File: config.mk
export PLATFORM = sky130hd
export DESIGN_NAME = ansi_sgr_transcript_writer
export DESIGN_NICKNAME = d
export VERILOG_FILES = /design/src/rtl/asgr_pkg.sv /design/src/rtl/asgr_ctrl.sv /design/src/rtl/asgr_dp.sv /design/src/rtl/ansi_sgr_transcript_writer.sv
export SDC_FILE = /design/constraint.sdc
export NUM_CORES = 1
export LEC_CHECK = 0
export ABC_AREA = 1
export BUFFER_PORTS_ARGS = -buffer_cell sky130_fd_sc_hd__buf_2
export CORE_MARGIN = 8
export CORE_UTILIZATION = 45
export CTS_BUF_LIST = sky130_fd_sc_hd__clkbuf_16
export CTS_CLUSTER_SIZE = 10
export DETAILED_ROUTE_END_ITERATION = 6
export GPL_TIMING_DRIVEN = 0
export PLACE_DENSITY = 0.66
export SYNTH_ARGS = -nofsm -noshare
export SYNTH_HDL_FRONTEND = slang
export SYNTH_SLANG_ARGS = --single-unit
File: constraint.sdc
create_clock -name clk -period 5.1 [get_ports clk]
set_clock_uncertainty 0.05 [all_clocks]
set_input_delay 0.765 -clock clk [delete_from_list [all_inputs] [get_ports clk]]
set_output_delay 0.765 -clock clk [all_outputs]
set_load 0.02 [all_outputs]
File: src/rtl/asgr_pkg.sv
`default_nettype none
// ----------------------------------------------------------------------------
// asgr_pkg
// Shared types and codes for the SGR transcript writer: controller commands,
// byte classes, result kinds, byte values and attribute bits.
// ----------------------------------------------------------------------------
package asgr_pkg;

    // Datapath operations issued by the controller
    typedef logic [3:0] op_t;
    localparam op_t OP_NONE        = 4'd0;
    localparam op_t OP_SILENT      = 4'd1;
    localparam op_t OP_SGR_START   = 4'd2;
    localparam op_t OP_SGR_STEP    = 4'd3;
    localparam op_t OP_PATH_BYTE   = 4'd4;
    localparam op_t OP_PATH_DONE   = 4'd5;
    localparam op_t OP_NEW_ROW     = 4'd6;
    localparam op_t OP_CLEAR_ALL   = 4'd7;
    localparam op_t OP_BACKSPACE   = 4'd8;
    localparam op_t OP_PUT         = 4'd9;
    localparam op_t OP_EOL         = 4'd10;

    // Class of the held byte, as seen against the current parser state
    typedef logic [3:0] cls_t;
    localparam cls_t CLS_SILENT    = 4'd0;
    localparam cls_t CLS_SGR       = 4'd1;
    localparam cls_t CLS_PATH_BYTE = 4'd2;
    localparam cls_t CLS_PATH_DONE = 4'd3;
    localparam cls_t CLS_NEWLINE   = 4'd4;
    localparam cls_t CLS_TAB       = 4'd5;
    localparam cls_t CLS_CLEAR     = 4'd6;
    localparam cls_t CLS_BACKSPACE = 4'd7;
    localparam cls_t CLS_PRINT     = 4'd8;

    typedef struct packed {
        op_t  op;
        logic last;    // final result of this byte
        logic blank;   // tab fill cell: space, attribute zero
    } cmd_t;

    typedef struct packed {
        cls_t cls;
        logic out_free;     // output register can take a result this cycle
        logic col_lt_lim;   // cursor below the column limit
        logic col_aligned;  // cursor on a tab stop
        logic sgr_last;     // parameter walk at its last entry
    } sts_t;

    // Result kinds
    typedef logic [2:0] kind_t;
    localparam kind_t KIND_PUT       = 3'd0;
    localparam kind_t KIND_EOL       = 3'd1;
    localparam kind_t KIND_NEW_ROW   = 3'd2;
    localparam kind_t KIND_CLEAR     = 3'd3;
    localparam kind_t KIND_PATH_BYTE = 3'd4;
    localparam kind_t KIND_PATH_DONE = 3'd5;

    // Escape parser phases
    typedef logic [1:0] phase_t;
    localparam phase_t PH_PLAIN = 2'd0;
    localparam phase_t PH_ESC   = 2'd1;
    localparam phase_t PH_CSI   = 2'd2;

    // Byte values
    localparam logic [7:0] BYTE_BS       = 8'h08;
    localparam logic [7:0] BYTE_TAB      = 8'h09;
    localparam logic [7:0] BYTE_LF       = 8'h0A;
    localparam logic [7:0] BYTE_FF       = 8'h0C;
    localparam logic [7:0] BYTE_CR       = 8'h0D;
    localparam logic [7:0] BYTE_MARK     = 8'h10;
    localparam logic [7:0] BYTE_ESC      = 8'h1B;
    localparam logic [7:0] BYTE_SPACE    = 8'h20;
    localparam logic [7:0] BYTE_DIGIT_0  = 8'h30;
    localparam logic [7:0] BYTE_DIGIT_9  = 8'h39;
    localparam logic [7:0] BYTE_SEMI     = 8'h3B;
    localparam logic [7:0] BYTE_FINAL_LO = 8'h40;
    localparam logic [7:0] BYTE_LBRACKET = 8'h5B;
    localparam logic [7:0] BYTE_SGR_M    = 8'h6D;
    localparam logic [7:0] BYTE_FINAL_HI = 8'h7E;

    // SGR parameter codes
    localparam logic [7:0] SGR_RESET    = 8'd0;
    localparam logic [7:0] SGR_BOLD     = 8'd1;
    localparam logic [7:0] SGR_NORMAL   = 8'd22;
    localparam logic [7:0] SGR_FG_LO    = 8'd30;
    localparam logic [7:0] SGR_FG_HI    = 8'd37;
    localparam logic [7:0] SGR_FG_DEF   = 8'd39;
    localparam logic [7:0] SGR_BR_LO    = 8'd90;
    localparam logic [7:0] SGR_BR_HI    = 8'd97;
    localparam logic [7:0] SGR_FG_BASE  = 8'd29;
    localparam logic [7:0] SGR_BR_BASE  = 8'd89;
    localparam logic [7:0] PARAM_MAX    = 8'd255;

    localparam logic [5:0] ATTR_BOLD    = 6'h20;
    localparam logic [5:0] ATTR_BRIGHT  = 6'h10;

    localparam logic [7:0] MIN_COLUMNS  = 8'd20;
    localparam logic [7:0] COLS_RESET   = 8'd96;
    localparam int         TAB_BITS     = 3;

endpackage

`default_nettype wire

File: src/rtl/asgr_ctrl.sv
`default_nettype none
// ----------------------------------------------------------------------------
// asgr_ctrl
// Sequencer for one input byte: decodes the byte class, then steps the
// datapath through the results it causes or through the SGR parameter walk.
// ----------------------------------------------------------------------------
module asgr_ctrl (
    input  wire logic          clk,
    input  wire logic          rst_n,
    input  wire logic          in_fire,
    output logic               in_ready,
    input  wire asgr_pkg::sts_t sts,
    output asgr_pkg::cmd_t     cmd
);

    localparam logic [2:0] S_IDLE      = 3'd0;
    localparam logic [2:0] S_DECODE    = 3'd1;
    localparam logic [2:0] S_TAB_FIRST = 3'd2;
    localparam logic [2:0] S_TAB       = 3'd3;
    localparam logic [2:0] S_PUT       = 3'd4;
    localparam logic [2:0] S_EOL       = 3'd5;
    localparam logic [2:0] S_SGR       = 3'd6;

    logic [2:0] state_reg;
    logic [2:0] state_next;

    assign in_ready = (state_reg == S_IDLE);

    always_comb
    begin
        state_next = state_reg;
        cmd.op     = asgr_pkg::OP_NONE;
        cmd.last   = 1'b0;
        cmd.blank  = 1'b0;
        unique case (state_reg)
            S_IDLE:
            begin
                if (in_fire)
                begin
                    state_next = S_DECODE;
                end
            end
            S_DECODE:
            begin
                unique case (sts.cls)
                    asgr_pkg::CLS_SILENT:
                    begin
                        cmd.op     = asgr_pkg::OP_SILENT;
                        state_next = S_IDLE;
                    end
                    asgr_pkg::CLS_SGR:
                    begin
                        cmd.op     = asgr_pkg::OP_SGR_START;
                        state_next = S_SGR;
                    end
                    asgr_pkg::CLS_PATH_BYTE:
                    begin
                        if (sts.out_free)
                        begin
                            cmd.op     = asgr_pkg::OP_PATH_BYTE;
                            cmd.last   = 1'b1;
                            state_next = S_IDLE;
                        end
                    end
                    asgr_pkg::CLS_PATH_DONE:
                    begin
                        if (sts.out_free)
                        begin
                            cmd.op     = asgr_pkg::OP_PATH_DONE;
                            cmd.last   = 1'b1;
                            state_next = S_IDLE;
                        end
                    end
                    asgr_pkg::CLS_NEWLINE:
                    begin
                        if (sts.out_free)
                        begin
                            cmd.op     = asgr_pkg::OP_NEW_ROW;
                            cmd.last   = 1'b1;
                            state_next = S_IDLE;
                        end
                    end
                    asgr_pkg::CLS_CLEAR:
                    begin
                        if (sts.out_free)
                        begin
                            cmd.op     = asgr_pkg::OP_CLEAR_ALL;
                            cmd.last   = 1'b1;
                            state_next = S_IDLE;
                        end
                    end
                    asgr_pkg::CLS_BACKSPACE:
                    begin
                        if (sts.out_free)
                        begin
                            cmd.op     = asgr_pkg::OP_BACKSPACE;
                            cmd.last   = 1'b1;
                            state_next = S_IDLE;
                        end
                    end
                    asgr_pkg::CLS_TAB:
                    begin
                        state_next = S_TAB_FIRST;
                    end
                    asgr_pkg::CLS_PRINT:
                    begin
                        // hard wrap: open a new row before the cell
                        if (!sts.col_lt_lim)
                        begin
                            if (sts.out_free)
                            begin
                                cmd.op     = asgr_pkg::OP_NEW_ROW;
                                state_next = S_PUT;
                            end
                        end
                        else
                        begin
                            state_next = S_PUT;
                        end
                    end
                    default:
                    begin
                        state_next = S_IDLE;
                    end
                endcase
            end
            S_TAB_FIRST:
            begin
                if (!sts.col_lt_lim)
                begin
                    state_next = S_EOL;
                end
                else if (sts.out_free)
                begin
                    cmd.op     = asgr_pkg::OP_PUT;
                    cmd.blank  = 1'b1;
                    state_next = S_TAB;
                end
            end
            S_TAB:
            begin
                if (!sts.col_lt_lim || sts.col_aligned)
                begin
                    state_next = S_EOL;
                end
                else if (sts.out_free)
                begin
                    cmd.op    = asgr_pkg::OP_PUT;
                    cmd.blank = 1'b1;
                end
            end
            S_PUT:
            begin
                if (sts.out_free)
                begin
                    cmd.op     = asgr_pkg::OP_PUT;
                    state_next = S_EOL;
                end
            end
            S_EOL:
            begin
                if (sts.out_free)
                begin
                    cmd.op     = asgr_pkg::OP_EOL;
                    cmd.last   = 1'b1;
                    state_next = S_IDLE;
                end
            end
            S_SGR:
            begin
                cmd.op = asgr_pkg::OP_SGR_STEP;
                if (sts.sgr_last)
                begin
                    state_next = S_IDLE;
                end
            end
            default:
            begin
                state_next = S_IDLE;
            end
        endcase
    end

    always_ff @(posedge clk or negedge rst_n)
    begin
        if (!rst_n)
        begin
            state_reg <= S_IDLE;
        end
        else
        begin
            state_reg <= state_next;
        end
    end

endmodule

`default_nettype wire

File: src/rtl/asgr_dp.sv
`default_nettype none
// ----------------------------------------------------------------------------
// asgr_dp
// Parser and ring state, SGR parameter store, column limit register and the
// output register that holds one result beat.
// ----------------------------------------------------------------------------
module asgr_dp #(
    parameter int RING_ROWS   = 256,
    parameter int MAX_COLUMNS = 220,
    parameter int PATH_BYTES  = 192,
    parameter int SGR_SLOTS   = 8
) (
    input  wire logic           clk,
    input  wire logic           rst_n,
    input  wire logic           in_fire,
    input  wire logic [7:0]     in_byte,
    input  wire logic           cfg_we,
    input  wire logic [7:0]     cfg_data,
    input  wire asgr_pkg::cmd_t cmd,
    output asgr_pkg::sts_t      sts,
    output logic                out_valid,
    input  wire logic           out_ready,
    output logic [47:0]         out_data,
    output logic [2:0]          out_user,
    output logic                out_last
);

    localparam int HEAD_W    = $clog2(RING_ROWS);
    localparam int LIVE_W    = $clog2(RING_ROWS + 1);
    localparam int PATH_W    = $clog2(PATH_BYTES);
    localparam int CNT_W     = $clog2(SGR_SLOTS + 1);
    localparam int IDX_W     = (SGR_SLOTS > 1) ? $clog2(SGR_SLOTS) : 1;
    localparam int ROW_EXT_W = (HEAD_W > 8) ? HEAD_W : 8;
    localparam int LIV_EXT_W = (LIVE_W > 9) ? LIVE_W : 9;

    logic [7:0]              byte_reg;
    logic [7:0]              cols_reg;
    asgr_pkg::phase_t        phase_reg;
    logic [7:0]              param_store [SGR_SLOTS];
    logic [CNT_W-1:0]        pcount_reg;
    logic [7:0]              pvalue_reg;
    logic                    ppend_reg;
    logic [IDX_W-1:0]        sidx_reg;
    logic [5:0]              attr_reg;
    logic [HEAD_W-1:0]       head_reg;
    logic [LIVE_W-1:0]       live_reg;
    logic [7:0]              col_reg;
    logic                    capt_reg;
    logic [PATH_W-1:0]       plen_reg;

    logic                    out_valid_reg;
    logic [47:0]             out_data_reg;
    logic [2:0]              out_user_reg;
    logic                    out_last_reg;

    logic [7:0]              lim;
    logic                    is_digit;
    logic                    is_final;
    logic [11:0]             digit_acc;
    logic [7:0]              digit_sat;
    logic                    slot_free;
    logic                    store_we;
    logic [7:0]              store_wdata;
    logic [7:0]              sgr_param;
    logic [7:0]              fg_code;
    logic [7:0]              br_code;
    logic [5:0]              attr_applied;
    logic [HEAD_W-1:0]       head_inc;
    logic [LIVE_W-1:0]       live_inc;
    logic                    emit;
    asgr_pkg::kind_t         e_kind;
    logic [HEAD_W-1:0]       e_row;
    logic [LIVE_W-1:0]       e_live;
    logic [7:0]              e_col;
    logic [7:0]              e_char;
    logic [5:0]              e_attr;
    logic [7:0]              e_idx;
    logic [ROW_EXT_W-1:0]    row_ext;
    logic [LIV_EXT_W-1:0]    live_ext;

    // Column limit clamped into the legal range
    always_comb
    begin
        if (cols_reg < asgr_pkg::MIN_COLUMNS)
        begin
            lim = asgr_pkg::MIN_COLUMNS;
        end
        else if (cols_reg > 8'(MAX_COLUMNS))
        begin
            lim = 8'(MAX_COLUMNS);
        end
        else
        begin
            lim = cols_reg;
        end
    end

    assign is_digit  = (byte_reg >= asgr_pkg::BYTE_DIGIT_0) && (byte_reg <= asgr_pkg::BYTE_DIGIT_9);
    assign is_final  = (byte_reg >= asgr_pkg::BYTE_FINAL_LO) && (byte_reg <= asgr_pkg::BYTE_FINAL_HI);
    assign slot_free = (pcount_reg < CNT_W'(SGR_SLOTS));

    // value * 10 + digit, saturating at 255
    always_comb
    begin
        logic [11:0] base;
        base      = ppend_reg ? {4'd0, pvalue_reg} : 12'd0;
        digit_acc = (base << 3) + (base << 1) + {4'd0, byte_reg - asgr_pkg::BYTE_DIGIT_0};
        digit_sat = (digit_acc > 12'(asgr_pkg::PARAM_MAX)) ? asgr_pkg::PARAM_MAX : digit_acc[7:0];
    end

    // Byte class against the current parser state
    always_comb
    begin
        sts.cls = asgr_pkg::CLS_SILENT;
        if (capt_reg)
        begin
            if (byte_reg == asgr_pkg::BYTE_LF)
            begin
                sts.cls = asgr_pkg::CLS_PATH_DONE;
            end
            else if (plen_reg < PATH_W'(PATH_BYTES - 1))
            begin
                sts.cls = asgr_pkg::CLS_PATH_BYTE;
            end
        end
        else if (byte_reg == asgr_pkg::BYTE_MARK || phase_reg == asgr_pkg::PH_ESC)
        begin
            sts.cls = asgr_pkg::CLS_SILENT;
        end
        else if (phase_reg == asgr_pkg::PH_CSI)
        begin
            if (byte_reg == asgr_pkg::BYTE_SGR_M)
            begin
                sts.cls = asgr_pkg::CLS_SGR;
            end
        end
        else if (byte_reg == asgr_pkg::BYTE_LF)
        begin
            sts.cls = asgr_pkg::CLS_NEWLINE;
        end
        else if (byte_reg == asgr_pkg::BYTE_TAB)
        begin
            sts.cls = asgr_pkg::CLS_TAB;
        end
        else if (byte_reg == asgr_pkg::BYTE_FF)
        begin
            sts.cls = asgr_pkg::CLS_CLEAR;
        end
        else if (byte_reg == asgr_pkg::BYTE_BS)
        begin
            if (col_reg != 8'd0)
            begin
                sts.cls = asgr_pkg::CLS_BACKSPACE;
            end
        end
        else if (byte_reg >= asgr_pkg::BYTE_SPACE)
        begin
            sts.cls = asgr_pkg::CLS_PRINT;
        end
    end

    assign sts.out_free    = !out_valid_reg || out_ready;
    assign sts.col_lt_lim  = (col_reg < lim);
    assign sts.col_aligned = (col_reg[asgr_pkg::TAB_BITS-1:0] == '0);
    assign sts.sgr_last    = (pcount_reg == '0)
                           || (CNT_W'(sidx_reg) == pcount_reg - CNT_W'(1));

    // Parameter store push: on ';' inside CSI, or the pending value at 'm'
    always_comb
    begin
        store_we    = 1'b0;
        store_wdata = ppend_reg ? pvalue_reg : 8'd0;
        if (slot_free)
        begin
            if (cmd.op == asgr_pkg::OP_SILENT && !capt_reg && byte_reg != asgr_pkg::BYTE_MARK
                && phase_reg == asgr_pkg::PH_CSI && byte_reg == asgr_pkg::BYTE_SEMI)
            begin
                store_we = 1'b1;
            end
            if (cmd.op == asgr_pkg::OP_SGR_START && ppend_reg)
            begin
                store_we = 1'b1;
            end
        end
    end

    // Apply one stored SGR parameter to the attribute
    assign sgr_param = param_store[sidx_reg];
    assign fg_code   = sgr_param - asgr_pkg::SGR_FG_BASE;
    assign br_code   = sgr_param - asgr_pkg::SGR_BR_BASE;

    always_comb
    begin
        attr_applied = attr_reg;
        if (sgr_param == asgr_pkg::SGR_RESET)
        begin
            attr_applied = 6'd0;
        end
        else if (sgr_param == asgr_pkg::SGR_BOLD)
        begin
            attr_applied = attr_reg | asgr_pkg::ATTR_BOLD;
        end
        else if (sgr_param == asgr_pkg::SGR_NORMAL)
        begin
            attr_applied = attr_reg & ~asgr_pkg::ATTR_BOLD;
        end
        else if (sgr_param >= asgr_pkg::SGR_FG_LO && sgr_param <= asgr_pkg::SGR_FG_HI)
        begin
            attr_applied = (attr_reg & asgr_pkg::ATTR_BOLD) | {2'b00, fg_code[3:0]};
        end
        else if (sgr_param >= asgr_pkg::SGR_BR_LO && sgr_param <= asgr_pkg::SGR_BR_HI)
        begin
            attr_applied = (attr_reg & asgr_pkg::ATTR_BOLD) | asgr_pkg::ATTR_BRIGHT
                         | {2'b00, br_code[3:0]};
        end
        else if (sgr_param == asgr_pkg::SGR_FG_DEF)
        begin
            attr_applied = attr_reg & asgr_pkg::ATTR_BOLD;
        end
    end

    assign head_inc = (head_reg == HEAD_W'(RING_ROWS - 1)) ? '0 : head_reg + HEAD_W'(1);
    assign live_inc = (live_reg < LIVE_W'(RING_ROWS)) ? live_reg + LIVE_W'(1) : live_reg;

    // Result fields for the issued operation
    always_comb
    begin
        emit   = 1'b0;
        e_kind = asgr_pkg::KIND_PUT;
        e_row  = '0;
        e_live = live_reg;
        e_col  = 8'd0;
        e_char = 8'd0;
        e_attr = 6'd0;
        e_idx  = 8'd0;
        unique case (cmd.op)
            asgr_pkg::OP_PATH_BYTE:
            begin
                emit   = 1'b1;
                e_kind = asgr_pkg::KIND_PATH_BYTE;
                e_char = byte_reg;
                e_idx  = 8'(plen_reg);
            end
            asgr_pkg::OP_PATH_DONE:
            begin
                emit   = 1'b1;
                e_kind = asgr_pkg::KIND_PATH_DONE;
                e_idx  = 8'(plen_reg);
            end
            asgr_pkg::OP_NEW_ROW:
            begin
                emit   = 1'b1;
                e_kind = asgr_pkg::KIND_NEW_ROW;
                e_row  = head_inc;
                e_live = live_inc;
            end
            asgr_pkg::OP_CLEAR_ALL:
            begin
                emit   = 1'b1;
                e_kind = asgr_pkg::KIND_CLEAR;
                e_live = LIVE_W'(1);
            end
            asgr_pkg::OP_BACKSPACE:
            begin
                emit   = 1'b1;
                e_kind = asgr_pkg::KIND_EOL;
                e_row  = head_reg;
                e_col  = col_reg - 8'd1;
            end
            asgr_pkg::OP_PUT:
            begin
                emit   = 1'b1;
                e_kind = asgr_pkg::KIND_PUT;
                e_row  = head_reg;
                e_col  = col_reg;
                e_char = cmd.blank ? asgr_pkg::BYTE_SPACE : byte_reg;
                e_attr = cmd.blank ? 6'd0 : attr_reg;
            end
            asgr_pkg::OP_EOL:
            begin
                emit   = 1'b1;
                e_kind = asgr_pkg::KIND_EOL;
                e_row  = head_reg;
                e_col  = col_reg;
            end
            default:
            begin
                emit = 1'b0;
            end
        endcase
    end

    assign row_ext  = ROW_EXT_W'(e_row);
    assign live_ext = LIV_EXT_W'(e_live);

    always_ff @(posedge clk)
    begin
        if (store_we)
        begin
            param_store[pcount_reg[IDX_W-1:0]] <= store_wdata;
        end
    end

    always_ff @(posedge clk)
    begin
        if (in_fire)
        begin
            byte_reg <= in_byte;
        end
        if (emit)
        begin
            out_data_reg <= {1'b0, e_idx, live_ext[8:0], e_attr, e_char, e_col, row_ext[7:0]};
            out_user_reg <= e_kind;
            out_last_reg <= cmd.last;
        end
    end

    always_ff @(posedge clk or negedge rst_n)
    begin
        if (!rst_n)
        begin
            out_valid_reg <= 1'b0;
        end
        else if (emit)
        begin
            out_valid_reg <= 1'b1;
        end
        else if (out_ready)
        begin
            out_valid_reg <= 1'b0;
        end
    end

    always_ff @(posedge clk or negedge rst_n)
    begin
        if (!rst_n)
        begin
            cols_reg   <= asgr_pkg::COLS_RESET;
            phase_reg  <= asgr_pkg::PH_PLAIN;
            pcount_reg <= '0;
            pvalue_reg <= 8'd0;
            ppend_reg  <= 1'b0;
            sidx_reg   <= '0;
            attr_reg   <= 6'd0;
            head_reg   <= '0;
            live_reg   <= LIVE_W'(1);
            col_reg    <= 8'd0;
            capt_reg   <= 1'b0;
            plen_reg   <= '0;
        end
        else
        begin
            if (cfg_we)
            begin
                cols_reg <= cfg_data;
            end
            if (store_we)
            begin
                pcount_reg <= pcount_reg + CNT_W'(1);
            end
            unique case (cmd.op)
                asgr_pkg::OP_SILENT:
                begin
                    if (capt_reg)
                    begin
                        // dropped: path full
                    end
                    else if (byte_reg == asgr_pkg::BYTE_MARK)
                    begin
                        capt_reg <= 1'b1;
                        plen_reg <= '0;
                    end
                    else if (phase_reg == asgr_pkg::PH_ESC)
                    begin
                        if (byte_reg == asgr_pkg::BYTE_LBRACKET)
                        begin
                            phase_reg  <= asgr_pkg::PH_CSI;
                            pcount_reg <= '0;
                            ppend_reg  <= 1'b0;
                            pvalue_reg <= 8'd0;
                        end
                        else
                        begin
                            phase_reg <= asgr_pkg::PH_PLAIN;
                        end
                    end
                    else if (phase_reg == asgr_pkg::PH_CSI)
                    begin
                        if (is_digit)
                        begin
                            pvalue_reg <= digit_sat;
                            ppend_reg  <= 1'b1;
                        end
                        else if (byte_reg == asgr_pkg::BYTE_SEMI)
                        begin
                            ppend_reg  <= 1'b0;
                            pvalue_reg <= 8'd0;
                        end
                        else if (is_final)
                        begin
                            phase_reg <= asgr_pkg::PH_PLAIN;
                        end
                    end
                    else if (byte_reg == asgr_pkg::BYTE_ESC)
                    begin
                        phase_reg <= asgr_pkg::PH_ESC;
                    end
                    else if (byte_reg == asgr_pkg::BYTE_CR)
                    begin
                        col_reg <= 8'd0;
                    end
                end
                asgr_pkg::OP_SGR_START:
                begin
                    phase_reg <= asgr_pkg::PH_PLAIN;
                    sidx_reg  <= '0;
                end
                asgr_pkg::OP_SGR_STEP:
                begin
                    attr_reg <= (pcount_reg == '0) ? 6'd0 : attr_applied;
                    sidx_reg <= sidx_reg + IDX_W'(1);
                end
                asgr_pkg::OP_PATH_BYTE:
                begin
                    plen_reg <= plen_reg + PATH_W'(1);
                end
                asgr_pkg::OP_PATH_DONE:
                begin
                    capt_reg <= 1'b0;
                end
                asgr_pkg::OP_NEW_ROW:
                begin
                    head_reg <= head_inc;
                    live_reg <= live_inc;
                    col_reg  <= 8'd0;
                end
                asgr_pkg::OP_CLEAR_ALL:
                begin
                    head_reg <= '0;
                    live_reg <= LIVE_W'(1);
                    col_reg  <= 8'd0;
                end
                asgr_pkg::OP_BACKSPACE:
                begin
                    col_reg <= col_reg - 8'd1;
                end
                asgr_pkg::OP_PUT:
                begin
                    col_reg <= col_reg + 8'd1;
                end
                default:
                begin
                end
            endcase
        end
    end

    assign out_valid = out_valid_reg;
    assign out_data  = out_data_reg;
    assign out_user  = out_user_reg;
    assign out_last  = out_last_reg;

`ifndef NO_ASSERTIONS
    a_emit_needs_room: assert property (@(posedge clk) disable iff (!rst_n)
        (cmd.op == asgr_pkg::OP_PUT || cmd.op == asgr_pkg::OP_EOL
         || cmd.op == asgr_pkg::OP_NEW_ROW || cmd.op == asgr_pkg::OP_CLEAR_ALL
         || cmd.op == asgr_pkg::OP_BACKSPACE || cmd.op == asgr_pkg::OP_PATH_BYTE
         || cmd.op == asgr_pkg::OP_PATH_DONE) |-> sts.out_free)
        else $error("result issued while output register is occupied");

    a_col_bounded: assert property (@(posedge clk) disable iff (!rst_n)
        col_reg <= 8'(MAX_COLUMNS))
        else $error("cursor past maximum column");

    a_live_bounded: assert property (@(posedge clk) disable iff (!rst_n)
        live_reg != '0 && live_reg <= LIVE_W'(RING_ROWS))
        else $error("live row count out of range");

    a_pcount_bounded: assert property (@(posedge clk) disable iff (!rst_n)
        pcount_reg <= CNT_W'(SGR_SLOTS))
        else $error("parameter count past store depth");

    a_clear_resets_ring: assert property (@(posedge clk) disable iff (!rst_n)
        cmd.op == asgr_pkg::OP_CLEAR_ALL |=> head_reg == '0 && live_reg == LIVE_W'(1))
        else $error("clear did not reset the ring");
`endif

endmodule

`default_nettype wire

File: src/rtl/ansi_sgr_transcript_writer.sv
`default_nettype none
// Flow: a byte is taken while the sequencer is idle and decoded from its
// held copy; its results enter the output register at most one per cycle,
// while the output register has room. No new byte is taken until the last
// result of the current one is issued; a tab writes blank cells up to its
// tab stop and an SGR steps through the stored parameters one by one.
// Reset: asynchronous, active low; clears parser, ring and output valid.
// ----------------------------------------------------------------------------
// ansi_sgr_transcript_writer
// Turns a terminal output byte stream into cell, row and path write commands
// for a ring of attributed text rows, tracking SGR colour and weight.
// ----------------------------------------------------------------------------
module ansi_sgr_transcript_writer #(
    parameter int RING_ROWS   = 256,
    parameter int MAX_COLUMNS = 220,
    parameter int PATH_BYTES  = 192,
    parameter int SGR_SLOTS   = 8
) (
    input  wire logic        clk,
    input  wire logic        rst_n,
    input  wire logic        s_axis_tvalid,
    output logic             s_axis_tready,
    input  wire logic [7:0]  s_axis_tdata,   // [7:0] byte_in
    input  wire logic        cfg_valid,
    output logic             cfg_ready,
    input  wire logic [7:0]  cfg_data,       // columns_in_use
    output logic             m_axis_tvalid,
    input  wire logic        m_axis_tready,
    // [7:0] row_slot, [15:8] column, [23:16] char_code, [29:24] cell_attr,
    // [38:30] rows_held, [46:39] path_index, [47] zero
    output logic [47:0]      m_axis_tdata,
    output logic [2:0]       m_axis_tuser,   // [2:0] kind
    output logic             m_axis_tlast
);

    asgr_pkg::cmd_t cmd;
    asgr_pkg::sts_t sts;
    logic           in_fire;
    logic           in_ready;

    assign s_axis_tready = in_ready;
    assign in_fire       = s_axis_tvalid && in_ready;
    assign cfg_ready     = 1'b1;

    asgr_ctrl u_ctrl (
        .clk      (clk),
        .rst_n    (rst_n),
        .in_fire  (in_fire),
        .in_ready (in_ready),
        .sts      (sts),
        .cmd      (cmd)
    );

    asgr_dp #(
        .RING_ROWS   (RING_ROWS),
        .MAX_COLUMNS (MAX_COLUMNS),
        .PATH_BYTES  (PATH_BYTES),
        .SGR_SLOTS   (SGR_SLOTS)
    ) u_dp (
        .clk       (clk),
        .rst_n     (rst_n),
        .in_fire   (in_fire),
        .in_byte   (s_axis_tdata),
        .cfg_we    (cfg_valid),
        .cfg_data  (cfg_data),
        .cmd       (cmd),
        .sts       (sts),
        .out_valid (m_axis_tvalid),
        .out_ready (m_axis_tready),
        .out_data  (m_axis_tdata),
        .out_user  (m_axis_tuser),
        .out_last  (m_axis_tlast)
    );

endmodule

`default_nettype wire

==> results.json, run 1 <==
{
  "remaining_drc_errors": 0,
  "power_frac_comb_pct": 41.6,
  "required_ps": 5110,
  "worstSetupPathType": "reg -> reg",
  "first_pass_iters": 5,
  "hold_buffers": 0,
  "post_cts_buffers": 0,
  "leakage_nw": 5.143,
  "clock_path_buffers": 2,
  "cts_buffers": 17,
  "highest_layer": "met4",
  "p_int_mw": 3.661,
  "hp-class": "in -> async",
  "synthCells": 1099,
  "chipWidth_um": 167.4,
  "wl_met3_um": 1254,
  "nFillCells": 2043,
  "outcome": "completed",
  "vias": 7732,
  "cts_tree": "done",
  "setup_slack_ps": 733.4,
  "wirelength_um": 22550,
  "cts_root_buf": "clkbuf_16",
  "routabilityCongestion": 0.8794,
  "period_share_pct": 85.62,
  "grt_overflow_total": 0,
  "grt_antenna_before_repair": 0,
  "drtIter0Drc": 651,
  "grt_max_degree": 58,
  "yosysTopAreaCellShare_pct": 35.79,
  "met1Wirelength_um": 10560,
  "yosys.cell_types.count": 63,
  "yosysWarningCount": 0,
  "rsz0062_at_grt": "false",
  "final_area_mm2": 0.01171,
  "route.met2.wl_um": 10390,
  "clock_power_share_pct": 22.2,
  "cp-start-kind": "register",
  "synth_fa_ha_area_share_pct": 5.770,
  "syn_to_final_growth_pct": 13.49,
  "synth_xor_area_share_pct": 2.121,
  "synth_seq_cells": 193,
  "synth_edf_count": 123,
  "critPathMaxFanout": 8,
  "fin_nets": 1258,
  "clock-sinks": 193,
  "switching_share_pct": 41.94,
  "die_h_um": 167.4,
  "clk_pin_slew_worst_paths_ps": 70,
  "die_area_mm2": 0.02804,
  "worst-slew-pin-transition_ps": 963.9,
  "synth_most_common_cell": "nand2_1",
  "arrival_ps": 4370,
  "track_usage_pct": 16.52,
  "synthSimpleGateAreaFrac_pct": 20.97,
  "power_mw": 6.305,
  "grt_pass1_vias": 7549,
  "synth_compound_area_share_pct": 11.37,
  "ios": 76,
  "fmax_mhz": 229.0,
  "drv_cap": 0,
  "clock_latency_ps": 440,
  "drt.antenna.violating_nets": 0,
  "placed_cell_area_mm2": 0.01109,
  "postSynth.asyncResetShare_pct": 36.27,
  "tns_ps": 0,
  "p_sw_mw": 2.644,
  "synth_top_cell_by_area": "edfxtp_1",
  "cp-end-kind": "register",
  "io_buffer_count": 73,
  "wl_per_cell_um": 15.12,
  "worst-r2r-setup-slack_ps": 730,
  "hold_violations": 0,
  "cts_resized": 0,
  "setup_viol": 0,
  "synth_flop_cell": "edfxtp_1",
  "synth_common_cells": "nand2_1, nor2_1, inv_1",
  "htreeDepth": 4,
  "hpwlAfterDp_um": 16150,
  "syn-num-nets": 1164,
  "fp-row-count": 55,
  "synth_top_family_by_area": "simple AND/OR/NAND/NOR gates",
  "synth_area_leaders": "edfxtp_1, dfrtp_1, nand2_1",
  "fin_crit_ps": 4367,
  "dp_slack_ps": 757.8,
  "netlist_area_mm2": 0.01032,
  "vias_per_cell": 5.186,
  "max-vdd-ir-drop_uv": 320.4,
  "syn_avg_cell_area_um2": 9.391,
  "slew_violations": 0,
  "ys_seq_area_share_pct": 52.79,
  "p_per_area_mw_per_mm2": 538.3,
  "slew_headroom_pct": 35.50,
  "final_layout_size_suffix_gt1_share_pct": 15.59,
  "synthMuxAreaShare_pct": 0.3273,
  "start_util_pct": 45.73,
  "grt_pass1_wl_um": 37670,
  "seqPwrFrac_pct": 36.2,
  "antennaDiodeCount": 0,
  "whs_ps": 128.5,
  "largest_reg_flops": 64,
  "core_mm2": 0.02257
}
## power by group through the flow
stage / clock network (mW) / registers [mW] / logic [mW]
floorplan: 0 / 2.58 / 1.61
global placement: 0 / 2.33 / 2.55
detailed placement: 0 / 2.32 / 2.62
CTS: 1.43 / 2.29 / 2.64
global route: 1.49 / 2.32 / 2.93
finish: 1.40 / 2.29 / 2.62
## cells in the final DEF, fill, tap and decap left out, drive strengths merged, types with 2 or more instances in the layout
master	Yosys	final
nand2	190	190
nor2	173	173
inv	151	161
edfxtp	123	123
o21ai	109	109
buf	10	85
dfrtp	67	67
nand3	51	51
ha	38	38
clkbuf	10	28
o22ai	25	25
a21oi	23	23
xor2	19	19
nor3	18	18
nand4	18	18
xnor2	6	6
fa	6	6
o211ai	5	5
o21a	5	5
clkinv	3	5
a31oi	4	4
o31ai	4	4
nor4	4	4
and2	4	4
o21bai	4	4
a211oi	3	3
mux2	3	3
dfstp	3	3
or2	2	2
nor2b	2	2
conb	2	2
bufinv	0	2
a21boi	2	2
o311ai	2	2
## per-stage QoR
step           std cells  utilization, %
2_1_floorplan       1099               -
3_3_place_gp        1457           48.92
3_5_place_dp        1459           49.15
4_1_cts             1491           51.87
5_1_grt             1491           51.90
6_report            1491           51.90
## area by class of cell
class / count / area, µm² / area share [%]
plain buffers: 20 / 92.59 / 0.7904
flip-flops and latches: 193 / 5449 / 46.52
multi-input cells: 732 / 4199 / 35.85
clock inverters: 14 / 165.2 / 1.410
clock buffers: 18 / 450.4 / 3.845
inverters: 154 / 585.6 / 4.999
well taps: 285 / 356.6 / 3.044
repair buffers: 75 / 415.4 / 3.546
## worst paths after layout
kind	startpoint	to	depth (start not counted)
max	u_dp.cols_reg[6]$_DFFE_PN1P_	u_dp.param_store[5][2]$_DFFE_PP_	20
min	rst_n	u_dp.head_reg[2]$_DFFE_PN0N_	1
max reg2reg	u_dp.cols_reg[6]$_DFFE_PN1P_	u_dp.param_store[5][2]$_DFFE_PP_	20
min reg2reg	u_dp.pvalue_reg[1]$_DFFE_PN0P_	u_dp.pvalue_reg[1]$_DFFE_PN0P_	2
max in group asynchronous	rst_n	u_dp.live_reg[0]$_DFF_PN1_	2
min in group clk	s_axis_tdata[5]	u_dp.byte_reg[5]$_DFFE_PP_	1
## kinds of logic after synthesis
kind of cell,count (synthesis)
AOI/OAI and AO/OA,195
xor gates and xnor gates,25
adders and majority gates,44
buffers and inverters,174
DFF,193
muxes,3
other,2
and+or+nand+nor,463
## routing by layer
| layer | vias to the layer above | GRT usage, % |
|---|---|---|
| met2 | 215 | 26.27 |
| met4 | 0 | 5.551 |
| li1 | 3885 | - |
| met1 | 3602 | 22.12 |
| met5 | - | 0 |
| met3 | 30 | 3.527 |
## worst max-delay path: stages (launching register included)
cell and delay [ps]:
dfstp_2 530, nand2_1 60, o21bai_1 200, inv_1 90, nor3_1 50, ha_1 180
a21oi_1 120, nor2_1 50, a211oi_1 470, nand3_1 280, nand2_1 120, nand2_1 130
nand2_1 210, nor2_8 90, nor2_8 190, nand3_2 90, nand2_2 100, nand2_4 70
nor2_4 100, inv_2 60, nor2_1 730
Note: power is estimated with default switching activity, not from simulation.
==> inputs of run 2 (changes only) <==
Settings changed: ABC_AREA 1 to 0, PLACE_DENSITY 0.66 to 0.67.
==> run 2 against run 1 <==
  * Critical path type unchanged
  * Sequential power is 20% lower
  * Area after synthesis is 3.2% lower
  * Largest power group is now sequential cells
  * Worst setup slack worse by 140 ps
  * Cell count is 15% lower
  * Worst hold slack better by 62 ps
  * Synthesized cell count is 19% lower
  * Clock-buffer cell count is 1 lower
==> results.json, run 2 <==
{
  "rsz0062_at_grt": "false",
  "final_cell_count_no_fill": 1274,
  "largest_reg_flops": 64,
  "max-vdd-ir-drop_uv": 242.2,
  "synthCells": 888,
  "remaining_drc_errors": 0,
  "core_mm2": 0.02182,
  "seq_area_mm2": 0.005449,
  "critPathMaxFanout": 29,
  "r2r-end": "u_dp.out_data[19]$_DFFE_PP_",
  "ios": 76,
  "synth_flop_cell": "edfxtp_1",
  "r2r_start": "u_dp.cols_reg[0]$_DFFE_PN0P_",
  "cts_buffers": 17,
  "reg2regPathDepth": 13,
  "yosysWarningCount": 0,
  "fin_nets": 1046,
  "drv_cap": 0,
  "ys_seq_area_share_pct": 54.53,
  "leakage_nw": 4.472,
  "clock_path_buffers": 2,
  "cts_root_buf": "clkbuf_16",
  "synth_area_leaders": "edfxtp_1, dfrtp_1, ha_1",
  "grt_overflow_total": 0,
  "routabilityCongestion": 0.9121,
  "chipWidth_um": 165.0,
  "worst-r2r-setup-slack_ps": 590,
  "io_buffer_count": 72,
  "cp-end-kind": "register",
  "slew_headroom_pct": 17.15,
  "wirelength_um": 21700,
  "hold_violations": 0,
  "required_ps": 5180,
  "antennaDiodeCount": 0,
  "postSynth.asyncResetShare_pct": 36.27,
  "period_share_pct": 88.42,
  "final_layout_size_suffix_gt1_share_pct": 17.51,
  "netlist_area_mm2": 0.009992,
  "setup_viol": 0,
  "cts_resized": 0,
  "vias": 7122,
  "p_per_area_mw_per_mm2": 353.6,
  "arrival_ps": 4590,
  "hold_buffers": 0,
  "synth_seq_cells": 193,
  "multi_input_area_mm2": 0.004200,
  "cp-start-kind": "register",
  "startpoint": "u_dp.cols_reg[0]$_DFFE_PN0P_",
  "dp_slack_ps": 646.7,
  "die_area_mm2": 0.02723,
  "wl_per_cell_um": 17.04,
  "setup_slack_ps": 590.6,
  "vias_per_cell": 5.590,
  "start_util_pct": 45.79,
  "grt_pass1_vias": 6775,
  "grt_max_degree": 50,
  "syn_avg_cell_area_um2": 11.25,
  "drtIter0Drc": 537,
  "yosysTopAreaCellShare_pct": 36.96,
  "fp-row-count": 54,
  "hp-class": "in -> async",
  "cts_tree": "done",
  "track_usage_pct": 16.38,
  "outcome": "completed",
  "grt_antenna_before_repair": 0,
  "yosys.cell_types.count": 86,
  "final_util_pct": 51.82,
  "fin_crit_ps": 4509,
  "synth_common_cells": "edfxtp_1, nand2_1, o21ai_0",
  "syn_to_final_growth_pct": 13.19,
  "synth_most_common_cell": "edfxtp_1",
  "syn-num-nets": 953,
  "worstSetupPathType": "reg -> reg",
  "clock_latency_ps": 430,
  "dp_cells": 1242,
  "clock-sinks": 193,
  "worst-slew-pin-transition_ps": 1233,
  "hpwlAfterDp_um": 15970,
  "grt_pass1_wl_um": 35150,
  "first_pass_iters": 5,
  "post_cts_buffers": 0,
  "layout_common_cells": "edfxtp_1, nand2_1, buf_2",
  "slew_violations": 0,
  "fmax_mhz": 221.8,
  "final_common_cell": "edfxtp_1",
  "clk_pin_slew_worst_paths_ps": 70,
  "die_h_um": 165.0,
  "endpoint": "u_dp.out_data[19]$_DFFE_PP_",
  "nFillCells": 1928,
  "synth_top_cell_by_area": "edfxtp_1",
  "synth_edf_count": 123,
  "htreeDepth": 4,
  "tns_ps": 0,
  "drt.antenna.violating_nets": 0
}
run 2: changes by cell type after synthesis, sizes merged, moves of 10 or more:
cell    change
and3       +24
mux4       +16
nand2b     +10
nor2b      +13
nand3      -28
a31oi      +10
and2       +11
nor2       -96
o22ai      -21
nand4      -12
nand2     -100
inv       -102
a21o       +10
o21ai      -25
run 2: kinds of logic (layout without fill, tap and decap cells):
logic type | Yosys count | count (layout) | synth area share [%]
AND/OR/NAND/NOR | 317 | 317 | 16.17
AO/OA/AOI/OAI | 194 | 194 | 12.61
flip-flops | 193 | 193 | 54.53
buffers and inverters | 85 | 191 | 3.481
adder cells (fa/ha/maj) | 45 | 45 | 6.073
multiplexers | 32 | 32 | 5.309
XOR/XNOR | 20 | 20 | 1.753
other | 2 | 2 | 0.07516
run 2: power by group:
part	internal [mW]	leakage [nW]	switching, mW	total [mW]
Combinational	0.327	2.30	0.588	0.915
Clock	0.640	0.273	0.613	1.25
Sequential	1.76	1.90	0.0749	1.83
Total	2.72	4.47	1.28	4.00
run 2: worst max-delay path, cell delays in order (launching register included):
cell	delay, ps
dfrtp_1	400
o2111a_1	260
o211ai_1	320
and2_1	190
ha_1	220
and4_1	210
a21o_1	170
a2111oi_0	710
a32o_1	220
clkbuf_1	380
or2_2	260
nor3_1	110
inv_2	430
buf_12	270
run 2: how the worst min path moves through the flow:
stage / endpoint / slack, ps / depth (start not counted)
after global placement: u_dp.pvalue_reg[0]$_DFFE_PN0P_ / 410 / 2
after CTS: u_dp.plen_reg[0]$_DFFE_PN0P_ / 190 / 1
after detailed placement: u_dp.pvalue_reg[7]$_DFFE_PN0P_ / 410 / 2
after global routing: u_dp.plen_reg[3]$_DFFE_PN0P_ / 200 / 1
final: u_dp.plen_reg[0]$_DFFE_PN0P_ / 190 / 1
after floorplan: u_dp.attr_reg[0]$_DFFE_PN0P_ / 390 / 2
run 2: layout make-up:
| class | instances | area share [%] |
|---|---|---|
| Inverter | 49 | 1.626 |
| Buffer | 36 | 1.449 |
| Timing Repair Buffer | 74 | 3.629 |
| Clock buffer | 17 | 3.761 |
| Tap cell | 280 | 3.098 |
| Multi-Input combinational cell | 610 | 37.14 |
| Sequential cell | 193 | 48.18 |
| Clock inverter | 15 | 1.117 |
run 2: per-stage QoR:
stage	area (µm²)	hold slack (ps)	total power, mW
after floorplan	9992	391.8	2.513
after global placement	10700	405.9	2.761
after detailed placement	10750	413.4	2.780
after CTS	11300	185.7	4.028
after global routing	11310	202.7	4.191
final	11310	190.2	3.999
run 2: routing by layer:
metal,up-vias,track usage (%),part of all wire (%)
met4,0,4.791,1.5
li1,3427,-,-
met3,29,3.166,4.6
met5,-,0,0
met2,155,27.44,49
met1,3511,21.21,45
==> inputs of run 3 (changes only) <==
Settings changed: PLACE_DENSITY 0.67 to 0.64.
==> run 3 against run 2 <==
  * Wire length up 2.2%
  * Global-route usage up 0.50 points
  * Non-clock buffer count is the same
  * Die area unchanged
  * Largest power group unchanged
==> results.json, run 3 (synthesized netlist as in run 2, its figures left out) <==
{
  "outcome": "completed",
  "cp-start-kind": "register",
  "hpwlAfterDp_um": 16040,
  "cts_resized": 0,
  "cp-end-kind": "register",
  "setup_viol": 0,
  "largest_reg_flops": 64,
  "syn_to_final_growth_pct": 13.69,
  "vias": 7071,
  "hold_buffers": 0,
  "fmax_mhz": 222.3,
  "grt_pass1_wl_um": 36340,
  "critPathMaxFanout": 29,
  "power_frac_comb_pct": 22.3,
  "seq_area_mm2": 0.005449,
  "final_area_mm2": 0.01136,
  "ios": 76,
  "io_buffer_count": 72,
  "clock_latency_ps": 440,
  "post_cts_buffers": 0,
  "fp-row-count": 54,
  "p_int_mw": 2.790,
  "chipWidth_um": 165.0,
  "arrival_ps": 4580,
  "nFillCells": 1943,
  "slew_violations": 0,
  "final_util_pct": 52.05,
  "grt_antenna_before_repair": 0,
  "fin_crit_ps": 4498,
  "clock_power_share_pct": 33.3,
  "drv_cap": 0,
  "antennaDiodeCount": 0,
  "remaining_drc_errors": 0,
  "grt_overflow_total": 0,
  "vias_per_cell": 5.550,
  "final_layout_size_suffix_gt1_share_pct": 17.51,
  "start_util_pct": 45.79,
  "max-vdd-ir-drop_uv": 220.4,
  "clock-sinks": 193,
  "worstSetupPathType": "reg -> reg",
  "track_usage_pct": 16.89,
  "slew_headroom_pct": 16.21,
  "drtIter0Drc": 493,
  "wl_per_cell_um": 17.42,
  "wirelength_um": 22190,
  "p_per_area_mw_per_mm2": 363.1,
  "layout_common_cells": "edfxtp_1, nand2_1, buf_2",
  "routabilityCongestion": 0.8987,
  "seqPwrFrac_pct": 44.4,
  "switching_share_pct": 32.36,
  "first_pass_iters": 7,
  "grt_max_degree": 41,
  "p_sw_mw": 1.335,
  "required_ps": 5180,
  "cts_tree": "done",
  "cts_buffers": 17,
  "die_area_mm2": 0.02723,
  "clock_path_buffers": 2,
  "cts_root_buf": "clkbuf_16",
  "placed_cell_area_mm2": 0.01075,
  "final_common_cell": "edfxtp_1",
  "multi_input_area_mm2": 0.004200,
  "rsz0062_at_grt": "false",
  "grt_pass1_vias": 6919,
  "leakage_nw": 4.493,
  "worst-slew-pin-transition_ps": 1247,
  "period_share_pct": 88.19,
  "die_h_um": 165.0,
  "drt.antenna.violating_nets": 0,
  "hp-class": "in -> async",
  "power_mw": 4.124,
  "clk_pin_slew_worst_paths_ps": 70,
  "core_mm2": 0.02182,
  "hold_violations": 0,
  "fin_nets": 1046,
  "htreeDepth": 4
}
## run 3: worst max-delay path, stage by stage (launching register included)
cell and delay, ps:
dfrtp_1 410, o2111a_1 260, o211ai_1 320, and2_1 210, ha_1 230, and4_1 210, a21o_1 180, a2111oi_0 660
a32o_1 220, clkbuf_1 380, or2_2 260, nor3_1 110, inv_2 420, buf_12 270
## run 3: metal layers
metal	global-route usage, %	wire [µm]
met4	5.242	315
met2	27.88	10790
met3	2.792	982
met1	22.39	10100
met5	0	0
## run 3: path summary, 6_finish.rpt
path                                              startpoint                      endpoint  slack [ps]  depth (start not counted)
worst max-delay path            u_dp.cols_reg[0]$_DFFE_PN0P_   u_dp.out_data[20]$_DFFE_PP_         600                         13
worst min-delay path                                   rst_n  u_dp.plen_reg[2]$_DFFE_PN0P_         230                          1
worst max register to register  u_dp.cols_reg[0]$_DFFE_PN0P_   u_dp.out_data[20]$_DFFE_PP_         600                         13
worst min register to register  u_dp.attr_reg[2]$_DFFE_PN0P_  u_dp.attr_reg[2]$_DFFE_PN0P_         430                          2
max in group asynchronous                              rst_n    u_dp.live_reg[0]$_DFF_PN1_        4120                          2
min in group clk                u_dp.attr_reg[2]$_DFFE_PN0P_  u_dp.attr_reg[2]$_DFFE_PN0P_         430                          2
## run 3: layout make-up
type | count | share of cell area, %
timing repair buffer | 74 | 3.547
buffer | 36 | 1.443
sequential | 193 | 47.97
tap | 280 | 3.084
inverter | 49 | 1.619
clock inverter | 15 | 1.619
multi-input combinational | 610 | 36.98
clock buffer | 17 | 3.745
## run 3: metrics by stage
| stage | instances | setup slack (ps) | setup TNS (ps) | hold WS, ps |
|---|---|---|---|---|
| global placement | 1240 | -244.9 | -10500 | 407.2 |
| finish | 1274 | 602.3 | 0 | 231.7 |
| detailed placement | 1242 | 601.3 | 0 | 415.0 |
| floorplan | 888 | 761.7 | 0 | 391.8 |
| global route | 1274 | 299.4 | 0 | 258.3 |
| CTS | 1274 | 590.3 | 0 | 235.1 |
## run 3: power by group through the flow
stage          sequential (mW)  combinational (mW)  clock, mW
2_1_floorplan             1.88               0.629          0
3_3_place_gp              1.87               0.896          0
3_5_place_dp              1.86               0.918          0
4_1_cts                   1.83               0.924       1.41
5_1_grt                   1.84                1.02       1.47
6_report                  1.83               0.918       1.37
